[src/rtl/pid_controller_clamped_unit_macros.svh]
// ----------------------------------------------------------------------------
// PID controller assertion macros
// Shared assertion forms for the clamped PID controller.
// ----------------------------------------------------------------------------
`ifndef PID_CONTROLLER_CLAMPED_UNIT_MACROS_SVH
`define PID_CONTROLLER_CLAMPED_UNIT_MACROS_SVH

// The condition implies the consequence in the same cycle.
`define PIDC_ASSERT_SAME(name, ante, cons) \
   name: assert property (@(posedge clock) disable iff (reset) (ante) |-> (cons)) \
      else $error("pidc assertion failed: same-cycle check");

// The condition implies the consequence in the next cycle.
`define PIDC_ASSERT_NEXT(name, ante, cons) \
   name: assert property (@(posedge clock) disable iff (reset) (ante) |=> (cons)) \
      else $error("pidc assertion failed: next-cycle check");

`endif

[src/rtl/pidc_pkg.sv]
// ----------------------------------------------------------------------------
// PID controller package
// Widths, register indexes, microcode word layout and the control program.
// ----------------------------------------------------------------------------
package pidc_pkg;

   localparam int DATA_W    = 32;
   localparam int FRAC_W    = 16;
   localparam int PROD_W    = 2 * DATA_W;
   localparam int TS_W      = DATA_W - 1;
   localparam int CSR_IDX_W = 3;
   localparam int PC_W      = 4;
   localparam int DIV_CNT_W = $clog2(DATA_W);

   localparam logic [CSR_IDX_W-1:0] CSR_GAIN_P      = 3'd0;
   localparam logic [CSR_IDX_W-1:0] CSR_GAIN_I      = 3'd1;
   localparam logic [CSR_IDX_W-1:0] CSR_GAIN_D      = 3'd2;
   localparam logic [CSR_IDX_W-1:0] CSR_TIME_STEP   = 3'd3;
   localparam logic [CSR_IDX_W-1:0] CSR_LOWER_LIMIT = 3'd4;
   localparam logic [CSR_IDX_W-1:0] CSR_UPPER_LIMIT = 3'd5;
   localparam logic [CSR_IDX_W-1:0] CSR_OUTPUT_MODE = 3'd6;

   localparam logic MODE_ABSOLUTE = 1'b0;

   localparam logic [TS_W-1:0] TIME_STEP_RESET = TS_W'(65536);

   localparam logic signed [DATA_W-1:0] DATA_MAX = {1'b0, {(DATA_W-1){1'b1}}};
   localparam logic signed [DATA_W-1:0] DATA_MIN = {1'b1, {(DATA_W-1){1'b0}}};

   localparam logic [PC_W-1:0] PC_INTEG = 4'd4;
   localparam logic [PC_W-1:0] PC_LAST  = 4'd12;

   typedef enum logic [2:0] {
      A_ZERO, A_TGT, A_ERR, A_INTEG, A_ACC, A_MEAS_OR_ZERO
   } src_a_type;

   typedef enum logic [2:0] {
      B_ZERO, B_MEAS, B_PREV, B_FX, B_PTERM, B_ITERM, B_DERIV
   } src_b_type;

   typedef enum logic [2:0] {
      D_NONE, D_ERR, D_DIFF, D_INTEG, D_ACC
   } dst_type;

   typedef enum logic [2:0] {
      M_NONE, M_P_ERR, M_ERR_TS, M_D_DIFF, M_I_INTEG
   } mul_sel_type;

   typedef enum logic [1:0] {
      F_NONE, F_PTERM, F_ITERM
   } fx_dst_type;

   typedef enum logic [1:0] {
      S_NEXT, S_WAIT_DIV, S_EMIT
   } seq_type;

   typedef struct packed {
      logic        chk_target;
      src_a_type   src_a;
      src_b_type   src_b;
      logic        sub;
      logic        clamp;
      dst_type     dst;
      mul_sel_type mul;
      fx_dst_type  fx_dst;
      logic        div_start;
      logic        save_prev;
      seq_type     seq;
   } ucw_type;

   localparam ucw_type UC_NOP = '{
      chk_target: 1'b0, src_a: A_ZERO, src_b: B_ZERO, sub: 1'b0, clamp: 1'b0,
      dst: D_NONE, mul: M_NONE, fx_dst: F_NONE, div_start: 1'b0,
      save_prev: 1'b0, seq: S_NEXT
   };

   function automatic ucw_type ucode(input logic [PC_W-1:0] pc);
      ucw_type w;
      w = UC_NOP;
      unique case (pc)
         4'd0: begin
            w.chk_target = 1'b1;
            w.src_a = A_TGT; w.src_b = B_MEAS; w.sub = 1'b1; w.dst = D_ERR;
         end
         4'd1: w.mul = M_P_ERR;
         4'd2: w.mul = M_ERR_TS;
         4'd3: begin
            w.fx_dst = F_PTERM;
            w.src_a = A_ERR; w.src_b = B_PREV; w.sub = 1'b1; w.dst = D_DIFF;
         end
         4'd4: begin
            w.src_a = A_INTEG; w.src_b = B_FX; w.clamp = 1'b1; w.dst = D_INTEG;
            w.mul = M_D_DIFF;
         end
         4'd5: begin
            w.div_start = 1'b1; w.save_prev = 1'b1; w.mul = M_I_INTEG;
         end
         4'd6: w = UC_NOP;
         4'd7: w.fx_dst = F_ITERM;
         4'd8: w.seq = S_WAIT_DIV;
         4'd9: begin
            w.src_a = A_MEAS_OR_ZERO; w.src_b = B_PTERM; w.dst = D_ACC;
         end
         4'd10: begin
            w.src_a = A_ACC; w.src_b = B_ITERM; w.dst = D_ACC;
         end
         4'd11: begin
            w.src_a = A_ACC; w.src_b = B_DERIV; w.clamp = 1'b1; w.dst = D_ACC;
         end
         4'd12: w.seq = S_EMIT;
         default: w = UC_NOP;
      endcase
      return w;
   endfunction

   function automatic logic signed [DATA_W-1:0] sat_data(
      input logic signed [PROD_W-1:0] v);
      logic signed [PROD_W-1:0] hi;
      logic signed [PROD_W-1:0] lo;
      hi = PROD_W'(DATA_MAX);
      lo = PROD_W'(DATA_MIN);
      if (v > hi) begin
         return DATA_MAX;
      end else if (v < lo) begin
         return DATA_MIN;
      end
      return v[DATA_W-1:0];
   endfunction

endpackage

[src/rtl/pid_controller_clamped_unit.sv]
// ----------------------------------------------------------------------------
// Clamped PID controller
// Microcoded sequencer over one multiplier, one saturating adder and a
// radix-2 divider computing one clamped Q16.16 PID output per item.
// ----------------------------------------------------------------------------
// The req channel takes a target and a measured value; the rsp channel
// returns one drive value per item. Both use valid and ready. Registers are
// to be written through the csr port (write enable, index, data) only while
// idle; the block itself does not enforce this. One item runs through a
// 13-step control program. The derivative division produces one quotient
// bit a cycle, unless its quotient overflows or its numerator is zero, in
// which case it finishes at once. The next item can be taken from the cycle
// after the program has placed its result in the output register, so a new
// item is never accepted while one is still in progress.
// Reset clears the gains, limits, mode, the stored target, integral and
// previous error, and sets the time step to 1.0.
// A stalled receiver holds the result in the output register; the program
// waits at its last step until that register is free.
// ----------------------------------------------------------------------------
`include "pid_controller_clamped_unit_macros.svh"

module pid_controller_clamped_unit
   import pidc_pkg::*;
(
   input  logic                     clock,
   input  logic                     reset,
   input  logic                     req_valid,
   output logic                     req_ready,
   input  logic signed [DATA_W-1:0] req_target,
   input  logic signed [DATA_W-1:0] req_measured,
   output logic                     rsp_valid,
   input  logic                     rsp_ready,
   output logic signed [DATA_W-1:0] rsp_drive,
   input  logic                     csr_we,
   input  logic [CSR_IDX_W-1:0]     csr_index,
   input  logic [DATA_W-1:0]        csr_wdata
);

   logic signed [DATA_W-1:0] gain_p_ff, gain_i_ff, gain_d_ff;
   logic signed [DATA_W-1:0] lower_ff, upper_ff;
   logic [TS_W-1:0]          ts_ff;
   logic                     mode_ff;

   logic signed [DATA_W-1:0] lt_ff, integ_ff, prev_ff;
   logic signed [DATA_W-1:0] tgt_ff, meas_ff;
   logic signed [DATA_W-1:0] err_ff, diff_ff, pterm_ff, iterm_ff, acc_ff, deriv_ff;
   logic signed [PROD_W-1:0] prod_ff;
   logic signed [DATA_W-1:0] fx_ff, fx_in;

   logic                     run_ff;
   logic [PC_W-1:0]          pc_ff;
   ucw_type                  uc;

   logic                     rsp_valid_ff;
   logic signed [DATA_W-1:0] rsp_drive_ff;

   logic                     div_busy_ff, div_neg_ff;
   logic [TS_W-1:0]          div_rem_ff;
   logic [DATA_W-1:0]        div_lo_ff;
   logic [DIV_CNT_W-1:0]     div_cnt_ff;

   logic signed [DATA_W-1:0] a_val, b_val, alu_res, alu_sat;
   logic signed [DATA_W:0]   alu_sum;
   logic signed [DATA_W-1:0] mul_a, mul_b;
   logic                     req_acc, can_load;

   logic [PROD_W-1:0]        d_mag;
   logic                     d_neg, d_zero, d_ovf;
   logic [TS_W:0]            d_trial;
   logic                     d_ge;
   logic [TS_W-1:0]          d_rem_in;
   logic [DATA_W-1:0]        d_lo_in;
   logic signed [DATA_W-1:0] d_result;

   assign uc        = ucode(pc_ff);
   assign req_ready = !run_ff;
   assign req_acc   = req_valid && req_ready;
   assign can_load  = !rsp_valid_ff || rsp_ready;
   assign rsp_valid = rsp_valid_ff;
   assign rsp_drive = rsp_drive_ff;

   always_comb begin
      unique case (uc.src_a)
         A_TGT:          a_val = tgt_ff;
         A_ERR:          a_val = err_ff;
         A_INTEG:        a_val = integ_ff;
         A_ACC:          a_val = acc_ff;
         A_MEAS_OR_ZERO: a_val = (mode_ff == MODE_ABSOLUTE) ? meas_ff : '0;
         default:        a_val = '0;
      endcase
      unique case (uc.src_b)
         B_MEAS:  b_val = meas_ff;
         B_PREV:  b_val = prev_ff;
         B_FX:    b_val = fx_ff;
         B_PTERM: b_val = pterm_ff;
         B_ITERM: b_val = iterm_ff;
         B_DERIV: b_val = deriv_ff;
         default: b_val = '0;
      endcase
      if (uc.sub) begin
         alu_sum = {a_val[DATA_W-1], a_val} - {b_val[DATA_W-1], b_val};
      end else begin
         alu_sum = {a_val[DATA_W-1], a_val} + {b_val[DATA_W-1], b_val};
      end
      alu_sat = sat_data(PROD_W'(alu_sum));
      alu_res = alu_sat;
      if (uc.clamp) begin
         priority if (alu_sat < lower_ff) begin
            alu_res = lower_ff;
         end else if (alu_sat > upper_ff) begin
            alu_res = upper_ff;
         end
      end
   end

   always_comb begin
      unique case (uc.mul)
         M_P_ERR: begin
            mul_a = gain_p_ff; mul_b = err_ff;
         end
         M_ERR_TS: begin
            mul_a = err_ff; mul_b = signed'({1'b0, ts_ff});
         end
         M_D_DIFF: begin
            mul_a = gain_d_ff; mul_b = diff_ff;
         end
         M_I_INTEG: begin
            mul_a = gain_i_ff; mul_b = integ_ff;
         end
         default: begin
            mul_a = '0; mul_b = '0;
         end
      endcase
   end

   assign fx_in = sat_data(prod_ff >>> FRAC_W);

   always_comb begin
      d_neg    = prod_ff[PROD_W-1];
      d_mag    = d_neg ? (~prod_ff + 1'b1) : prod_ff;
      d_zero   = (d_mag == '0);
      d_ovf    = (d_mag[PROD_W-1:DATA_W] >= {1'b0, ts_ff});
      d_trial  = {div_rem_ff, div_lo_ff[DATA_W-1]};
      d_ge     = (d_trial >= {1'b0, ts_ff});
      d_rem_in = d_ge ? TS_W'(d_trial - {1'b0, ts_ff}) : d_trial[TS_W-1:0];
      d_lo_in  = {div_lo_ff[DATA_W-2:0], d_ge};
      if (div_neg_ff) begin
         d_result = (d_lo_in > DATA_W'(DATA_MIN)) ? DATA_MIN : signed'(~d_lo_in + 1'b1);
      end else begin
         d_result = d_lo_in[DATA_W-1] ? DATA_MAX : signed'(d_lo_in);
      end
   end

   always_ff @(posedge clock) begin
      if (reset) begin
         gain_p_ff <= '0;
         gain_i_ff <= '0;
         gain_d_ff <= '0;
         ts_ff     <= TIME_STEP_RESET;
         lower_ff  <= '0;
         upper_ff  <= '0;
         mode_ff   <= MODE_ABSOLUTE;
      end else if (csr_we) begin
         unique case (csr_index)
            CSR_GAIN_P:      gain_p_ff <= signed'(csr_wdata);
            CSR_GAIN_I:      gain_i_ff <= signed'(csr_wdata);
            CSR_GAIN_D:      gain_d_ff <= signed'(csr_wdata);
            CSR_TIME_STEP:   ts_ff     <= csr_wdata[TS_W-1:0];
            CSR_LOWER_LIMIT: lower_ff  <= signed'(csr_wdata);
            CSR_UPPER_LIMIT: upper_ff  <= signed'(csr_wdata);
            CSR_OUTPUT_MODE: mode_ff   <= csr_wdata[0];
            default: ;
         endcase
      end
   end

   always_ff @(posedge clock) begin
      if (reset) begin
         run_ff <= 1'b0;
         pc_ff  <= '0;
      end else if (req_acc) begin
         run_ff <= 1'b1;
         pc_ff  <= '0;
      end else if (run_ff) begin
         unique case (uc.seq)
            S_NEXT: pc_ff <= pc_ff + 1'b1;
            S_WAIT_DIV: begin
               if (!div_busy_ff) begin
                  pc_ff <= pc_ff + 1'b1;
               end
            end
            S_EMIT: begin
               if (can_load) begin
                  run_ff <= 1'b0;
               end
            end
            default: pc_ff <= pc_ff;
         endcase
      end
   end

   always_ff @(posedge clock) begin
      if (req_acc) begin
         tgt_ff  <= req_target;
         meas_ff <= req_measured;
      end
      fx_ff <= fx_in;
      if (run_ff && uc.mul != M_NONE) begin
         prod_ff <= mul_a * mul_b;
      end
      if (run_ff) begin
         unique case (uc.fx_dst)
            F_PTERM: pterm_ff <= fx_ff;
            F_ITERM: iterm_ff <= fx_ff;
            default: ;
         endcase
         unique case (uc.dst)
            D_ERR:  err_ff  <= alu_res;
            D_DIFF: diff_ff <= alu_res;
            D_ACC:  acc_ff  <= alu_res;
            default: ;
         endcase
      end
   end

   always_ff @(posedge clock) begin
      if (reset) begin
         lt_ff    <= '0;
         integ_ff <= '0;
         prev_ff  <= '0;
      end else if (run_ff) begin
         if (uc.chk_target && tgt_ff != lt_ff) begin
            lt_ff    <= tgt_ff;
            integ_ff <= '0;
            prev_ff  <= '0;
         end
         if (uc.dst == D_INTEG) begin
            integ_ff <= alu_res;
         end
         if (uc.save_prev) begin
            prev_ff <= err_ff;
         end
      end
   end

   always_ff @(posedge clock) begin
      if (reset) begin
         div_busy_ff <= 1'b0;
      end else if (run_ff && uc.div_start) begin
         div_busy_ff <= !d_zero && !d_ovf;
      end else if (div_busy_ff && div_cnt_ff == DIV_CNT_W'(DATA_W - 1)) begin
         div_busy_ff <= 1'b0;
      end
   end

   always_ff @(posedge clock) begin
      if (run_ff && uc.div_start) begin
         div_neg_ff <= d_neg;
         div_rem_ff <= d_mag[DATA_W+TS_W-1:DATA_W];
         div_lo_ff  <= d_mag[DATA_W-1:0];
         div_cnt_ff <= '0;
         if (d_zero) begin
            deriv_ff <= '0;
         end else if (d_ovf) begin
            deriv_ff <= d_neg ? DATA_MIN : DATA_MAX;
         end
      end else if (div_busy_ff) begin
         div_rem_ff <= d_rem_in;
         div_lo_ff  <= d_lo_in;
         div_cnt_ff <= div_cnt_ff + 1'b1;
         if (div_cnt_ff == DIV_CNT_W'(DATA_W - 1)) begin
            deriv_ff <= d_result;
         end
      end
   end

   always_ff @(posedge clock) begin
      if (reset) begin
         rsp_valid_ff <= 1'b0;
      end else if (run_ff && uc.seq == S_EMIT && can_load) begin
         rsp_valid_ff <= 1'b1;
      end else if (rsp_ready) begin
         rsp_valid_ff <= 1'b0;
      end
   end

   always_ff @(posedge clock) begin
      if (run_ff && uc.seq == S_EMIT && can_load) begin
         rsp_drive_ff <= acc_ff;
      end
   end

   `PIDC_ASSERT_NEXT(a_accept_starts, req_valid && req_ready, run_ff && pc_ff == '0)
   `PIDC_ASSERT_SAME(a_div_in_run, div_busy_ff, run_ff && !req_ready)
   `PIDC_ASSERT_SAME(a_pc_range, run_ff, pc_ff <= PC_LAST)
   `PIDC_ASSERT_NEXT(a_integ_clamped, run_ff && pc_ff == PC_INTEG && !csr_we && lower_ff <= upper_ff, integ_ff >= lower_ff && integ_ff <= upper_ff)
   `PIDC_ASSERT_NEXT(a_emit_loads, run_ff && pc_ff == PC_LAST && (!rsp_valid_ff || rsp_ready), rsp_valid_ff && !run_ff)

endmodule

[config.mk]
export PLATFORM = sky130hd
export DESIGN_NAME = pid_controller_clamped_unit
export DESIGN_NICKNAME = d
export VERILOG_FILES = /design/src/rtl/pidc_pkg.sv /design/src/rtl/pid_controller_clamped_unit.sv
export VERILOG_INCLUDE_DIRS = /design/src /design/src/rtl
export SDC_FILE = /design/constraint.sdc
export NUM_CORES = 2
export LEC_CHECK = 0
export ABC_AREA = 1
export CAP_MARGIN = 20
export CELL_PAD_IN_SITES_DETAIL_PLACEMENT = 0
export CELL_PAD_IN_SITES_GLOBAL_PLACEMENT = 1
export CORE_UTILIZATION = 40
export DETAILED_ROUTE_END_ITERATION = 7
export DONT_BUFFER_PORTS = 1
export PLACE_DENSITY = 0.76
export SYNTH_ARGS = -nofsm -noshare
export SYNTH_HDL_FRONTEND = slang
export SYNTH_SLANG_ARGS = --single-unit
[constraint.sdc]
create_clock -name clock -period 10.5 [get_ports clock]
set_input_delay 3.15 -clock clock [delete_from_list [all_inputs] [get_ports clock]]
set_output_delay 3.15 -clock clock [all_outputs]
set_load 0.02 [all_outputs]
# Word-level counts from Yosys, hierarchy flattened
# Cells that the tools add are included.
[word_totals]
ff_bits = 748
word_cells = 194
[classes]
add_sub_neg = 7
mul = 1
magnitude_cmp = 9
n_eq_ne = 44
n_mux = 56
bitwise = 2
n_reduce_logical = 46
[ops]
columns = ["op", "count"]
rows = [
  ["32-bit 2-to-1 mux", 23],
  ["32-bit case mux with 4 select lines", 2],
  ["32-bit case mux with 6 select lines", 1],
  ["32-bit case mux with 5 select lines", 1],
  ["31-bit 2-to-1 mux", 4],
  ["64-bit by 1-bit adder with 64-bit output (second input constant)", 1],
  ["32-bit by 31-bit greater-or-equal comparator with 1-bit output", 2],
  ["64-bit zero test", 1],
  ["32-bit by 32-bit multiplier with 64-bit output", 1],
  ["64-bit 2-to-1 mux", 1],
  ["64-bit inverter", 1],
  ["48-bit by 32-bit > comparator with 1-bit output (second input constant)", 1],
  ["48-bit by 32-bit < comparator with 1-bit output (second input constant)", 1],
  ["6-bit case mux with 6 select lines", 1],
  ["32-bit by 32-bit adder with 33-bit output", 1],
  ["33-bit by 32-bit > comparator with 1-bit output (second input constant)", 1],
  ["33-bit by 32-bit < comparator with 1-bit output (second input constant)", 1],
  ["33-bit 2-to-1 mux", 1],
  ["32-bit by 32-bit subtractor with 33-bit output", 1],
  ["32-bit by 1-bit adder with 32-bit output (second input constant)", 1],
  ["32-bit > comparator", 1],
  ["32-bit > comparator (second input constant)", 1],
  ["32-bit < comparator", 1],
  ["32-bit != test", 1],
  ["other kinds (34)", 114],
]

# Logic depth before layout (Yosys ltp)
[logic_depth]
word_depth = 15
ltp_mapped = 64

# Worst setup path after synthesis
# Ideal clock, no wire load.
[synth_timing]
path_kind = "reg2reg"
from = "reg pc_ff[0]"
to = "reg prod_ff[50], data pin"
setup_time_ps = 265
t_arrival_ps = 9248
t_required_ps = 10235
path_slack_ps = 987
stages_incl_launch_ff = 42
period_less_slack_ps = 9513
cell_sequence = "dfxtp_1 inv_1 ha_1 nand3_4 nand2_1 nor2_1 clkbuf_1 buf_1 a22o_1 a221oi_1 inv_1 clkbuf_1 nand2_1 fa_1 fa_1 fa_1 inv_1 fa_1 [6 not listed] ha_1 nand2_1 inv_1 a21oi_1 o21bai_1 a21oi_1 o21ai_1 a21boi_0 o21ai_1 a21oi_1 o21ai_1 a21oi_1 o21ai_0 a21boi_0 o21ai_0 a21boi_0 o21ai_0 xor2_1"
[synth_between]
elab_chain_len = 5
[synth_rtl]
columns = ["element", "line_no", "rtl"]
rows = [
  ["start, declared", "pid_controller_clamped_unit.sv:51", "logic [PC_W-1:0] pc_ff;"],
  ["start signal, assigned", "pid_controller_clamped_unit.sv:186", "S_NEXT: pc_ff <= pc_ff + 1'b1;"],
  ["start signal, assigned", "pid_controller_clamped_unit.sv:189", "pc_ff <= pc_ff + 1'b1;"],
  ["start signal, assigned", "pid_controller_clamped_unit.sv:197", "default: pc_ff <= pc_ff;"],
  ["4-bit by 3-bit == test with 1-bit output (tied with other cells)", "pidc_pkg.sv:80", "unique case (pc)"],
  ["3-bit case mux with 4 select lines *", "pidc_pkg.sv:80", ""],
  ["3-bit == test (tied with other cells)", "pid_controller_clamped_unit.sv:117", "unique case (uc.mul)"],
  ["32-bit case mux with 4 select lines", "pid_controller_clamped_unit.sv:117", ""],
  ["32-bit by 32-bit multiplier with 64-bit output *", "pid_controller_clamped_unit.sv:209", "prod_ff <= mul_a * mul_b;"],
  ["end signal, assigned", "pid_controller_clamped_unit.sv:209", ""],
  ["end, declared", "pid_controller_clamped_unit.sv:47", "logic signed [PROD_W-1:0] prod_ff;"],
]
# Mark *: on every way between the ends. The rest lies on a longest branch, timed or not.
# A chain may end at the register's enable or synchronous reset.

# Worst setup path after layout
[layout_timing]
from = "reg pc_ff[0]"
to = "reg prod_ff[63], data pin"
# Same word-level chain as after synthesis.

==> results by group <==
Run status
  • Status: finished, final reports clean

Worst hold path
  • Tightest Hold Check Type: register to register

Drt
  • 1st-iter DRT viols: 5757
  • # DRC: 0
  • Post-route ant nets: 0
  • DRT Pass-1 Iters: 6
  • Vias: between 60k and 70k
  • Vias per cell: around 5.4
  • Total Wirelength: around 280 mm
  • DR WL/cell: roughly 25 µm

Power and ir drop
  • Clock share of power: 0.278
  • Int Power: about 6.6 mW
  • Sw frac: 0.3954
  • Comb pwr share: 0.395
  • P_leak: around 35 nW
  • Net Sw Power: about 4.3 mW
  • Reg power frac: 0.327
  • Pwr/cell area: 131.8 mW/mm²
  • Peak VDD IR: a little over 0.0002 V
  • Tot Pwr: 10.93 mW

Logic synthesis
  • Cell variety after synth: 63
  • Multiplexer share of the synthesized area: 0
  • Sequential share of the synthesized area: 0.2554
  • Syn Area/Cell: between 8 and 9 µm²
  • Primary FF master, synth: edfxtp_1
  • Fraction of the mapped netlist area in adder cells: 0.3480
  • Fraction of registers with async set/reset: 0
  • Synth Area in XOR/XNOR: 0.02992
  • Simple-gate share of the synthesized area: 0.1646
  • Compound-Gate Fraction of Synth Area: 0.09597
  • Largest family of logic cells by synthesized area: adder cells
  • Post-synth EDFFs: 416
  • Synth warn: 0
  • Cell area after synthesis: 0.07494 mm²
  • Syn Nets: between 10k and 15k
  • Mapped Cells: 8730
  • Synth Register Bits: 748

Timing
  • Final Skew: approximately 0.063 ns
  • Max_slew headroom: 0.2249
  • FMAX: 98.09 MHz
  • Final Cycle Share: 0.9709
  • Final hold vios: 0
  • Final min period: ~10 ns
  • Slew Limit Fails: 0
  • Tightest Pin Transition: around 1.2 ns
  • Finish-stage setup viols: 0

Floorplanning
  • Die width: between 400 and 500 µm
  • Row cnt: 158
  • Die area: between 0.15 and 0.2 mm²
  • # IOs: 138
  • Die Y: about 430 µm
  • Placeable Area: 0.1858 mm²
  • Starting density of the core: 0.4033

Clock network
  • # clock sinks: about 750
  • Clock tree from TritonCTS: built
  • Clock transition at path regs: roughly 0.070 ns
  • CTS root buf: clkbuf_16
  • H-Tree Depth: 3
  • Clk Latency, worst-skew pair: 0.72 ns
  • Clock tree buffer depth: 3
  • CTS buffer count: 80

Final layout
  • Filler-free cell count of the finished design: between 10k and 15k
  • Largest Register: prod_ff
  • Most common cell after layout, fill and taps aside: inv_1
  • Final layout net count: slightly above 10k
  • Number of flip-flops in the largest register: 64
  • Fill count: 18.38k
  • Commonest cells after routing, fill and taps aside: 1648 x inv_1, 1621 x nand2_1, 1083 x fa_1
  • Area Overhead vs Synth: 10.73%
  • Layout cells sized above 1: 0.08109

Setup path
  • Arr. time, crit path: about 11 ns
  • Crit end category: register
  • CP max FO: 15
  • Cell mode on critical path: fa_1
  • CP Data Required Time: 10.95 ns
  • Crit start category: register
  • Worst path max stage delay: 0.60 ns
  • Slowest cell on crit path: a221oi_1
  • Critical Setup Path Class: register to register

Global routing
  • Total congestion overflow: 0
  • Global-route wire length before repair: 412.9 mm
  • Vias in the first global route: ~62k
  • Pin count of the biggest net entering global routing: ~130
  • Initial antenna violation count: 15
  • Overall Global Routing Usage: 0.2946

Placement
  • Number of buffers added on ports: 0
  • DP HPWL: between 200 and 250 mm
  • Dpl cells: between 10k and 15k
  • Routability cong.: about 1

Job
  • Max-cap violations: 0
## synthesized netlist by cell type (4+ instances only)
cell type | number | share of area
a31oi_1 | 35 | 0.0029
nand3b_1 | 4 | 0.00040
nand4_1 | 86 | 0.0072
clkbuf_1 | 326 | 0.016
nand2_1 | 1623 | 0.081
nor4_1 | 34 | 0.0028
inv_2 | 20 | 0.0010
o31ai_1 | 4 | 0.00040
clkinv_1 | 21 | 0.0011
and2_1 | 25 | 0.0021
a221oi_1 | 62 | 0.0072
buf_2 | 24 | 0.0016
nand3_1 | 251 | 0.017
ha_1 | 350 | 0.058
o21ai_1 | 18 | 0.0012
nand2_4 | 5 | 0.00075
fa_1 | 1084 | 0.29
inv_1 | 1656 | 0.083
nand2_2 | 18 | 0.0015
o21bai_1 | 9 | 0.00090
o2111ai_1 | 17 | 0.0020
a22oi_1 | 35 | 0.0035
xnor2_1 | 114 | 0.013
a21oi_1 | 399 | 0.027
nor2_2 | 19 | 0.0016
dfxtp_1 | 332 | 0.089
or2_2 | 35 | 0.0029
o21a_1 | 8 | 0.00080
o221ai_1 | 15 | 0.0018
nor3_1 | 39 | 0.0026
nand3_4 | 4 | 0.00094
o21ai_0 | 490 | 0.033
buf_6 | 7 | 0.0011
nor2_1 | 802 | 0.040
a21o_1 | 7 | 0.00070
buf_1 | 24 | 0.0012
edfxtp_1 | 416 | 0.17
a21boi_0 | 14 | 0.0014
a22o_1 | 46 | 0.0054
a32o_1 | 17 | 0.0023
buf_4 | 6 | 0.00060
a211oi_1 | 38 | 0.0038
xor2_1 | 142 | 0.017
o211ai_1 | 6 | 0.00060
nand3_2 | 18 | 0.0024
## critical path: cells and delay by family (launching register included)
kind | cells | cell delay [ns]
adders and majority gates | 10 | 4.46
and+or+nand+nor | 4 | 0.62
xor gates and xnor gates | 1 | 0.17
buffers and inverters | 10 | 2.16
DFF | 1 | 0.34
AOI/OAI and AO/OA | 6 | 2.18
## per-layer routing
layer / wire, µm / track usage / part of all wire / vias to the layer above
li1: - / - / - / 27420
met1: 113900 / 0.3865 / 0.41 / 30550
met2: 128900 / 0.4749 / 0.46 / 2656
met3: 20980 / 0.04298 / 0.075 / 515
met4: 16020 / 0.1473 / 0.057 / 10
met5: 74 / 0 / 0.00026 / -
## repair_timing
item / in CTS / in global routing
gates resized for setup: 6 / 42
pin swaps: 0 / 3
setup buffers: 0 / 19
setup endpoints to repair: 9 / 51
hold buffers: 0 / 0
## final timing paths
kind                            startpoint            to  slack [ns]  cells past startpoint
worst min-delay path             fx_ff[30]  pterm_ff[30]        0.45                      0
worst max-delay path              pc_ff[0]   prod_ff[63]        0.31                     31
worst max register to register    pc_ff[0]   prod_ff[63]        0.31                     31
worst min register to register   fx_ff[30]  pterm_ff[30]        0.45                      0
## power groups by stage
stage | Clock (mW) | Sequential (mW) | Combinational, mW
after floorplan | 0 | 3.46 | 2.37
after global placement | 0 | 3.61 | 4.18
after detailed placement | 0 | 3.61 | 4.21
after CTS | 3.07 | 3.55 | 4.24
after global routing | 3.17 | 3.57 | 4.69
final | 3.04 | 3.57 | 4.32
## metrics by stage
| step | util | setup slack (ns) | TNS [ns] | hold slack [ns] | instance area [µm²] |
|---|---|---|---|---|---|
| 6_report | 0.4465 | 0.3058 | 0 | 0.4465 | 82980 |
| 3_5_place_dp | 0.4298 | -0.2043 | -1.261 | 0.4446 | 79870 |
| 5_1_grt | 0.4465 | -0.009155 | -0.009155 | 0.4713 | 82980 |
| 2_1_floorplan | - | 0.9869 | 0 | 0.4256 | 74940 |
| 3_3_place_gp | 0.4298 | 0.02213 | 0 | 0.4402 | 79870 |
| 4_1_cts | 0.4448 | 0.02228 | 0 | 0.4492 | 82660 |
## cell families (layout without fill, tap and decap cells)
group	count (synthesis)	after routing
xor gates and xnor gates	256	256
and+or+nand+nor	2972	2972
adders and majority gates	1434	1434
DFF	748	748
other	0	2
AOI/OAI and AO/OA	1234	1234
buffers and inverters	2086	2223
## area by class of cell
cell class / instances / area (µm²) / share of cell area
Antenna cell: 2 / 5.005 / 0.00006031
Clock buffer: 110 / 2268 / 0.02734
Clock inverter: 40 / 501.7 / 0.006046
Inverter: 1698 / 6412 / 0.07728
Multi-Input combinational cell: 5896 / 48360 / 0.5828
Sequential cell: 748 / 19140 / 0.2306
Tap cell: 2480 / 3103 / 0.03739
Timing Repair Buffer: 375 / 3189 / 0.03843
Note: power is estimated with default switching activity, not from simulation.
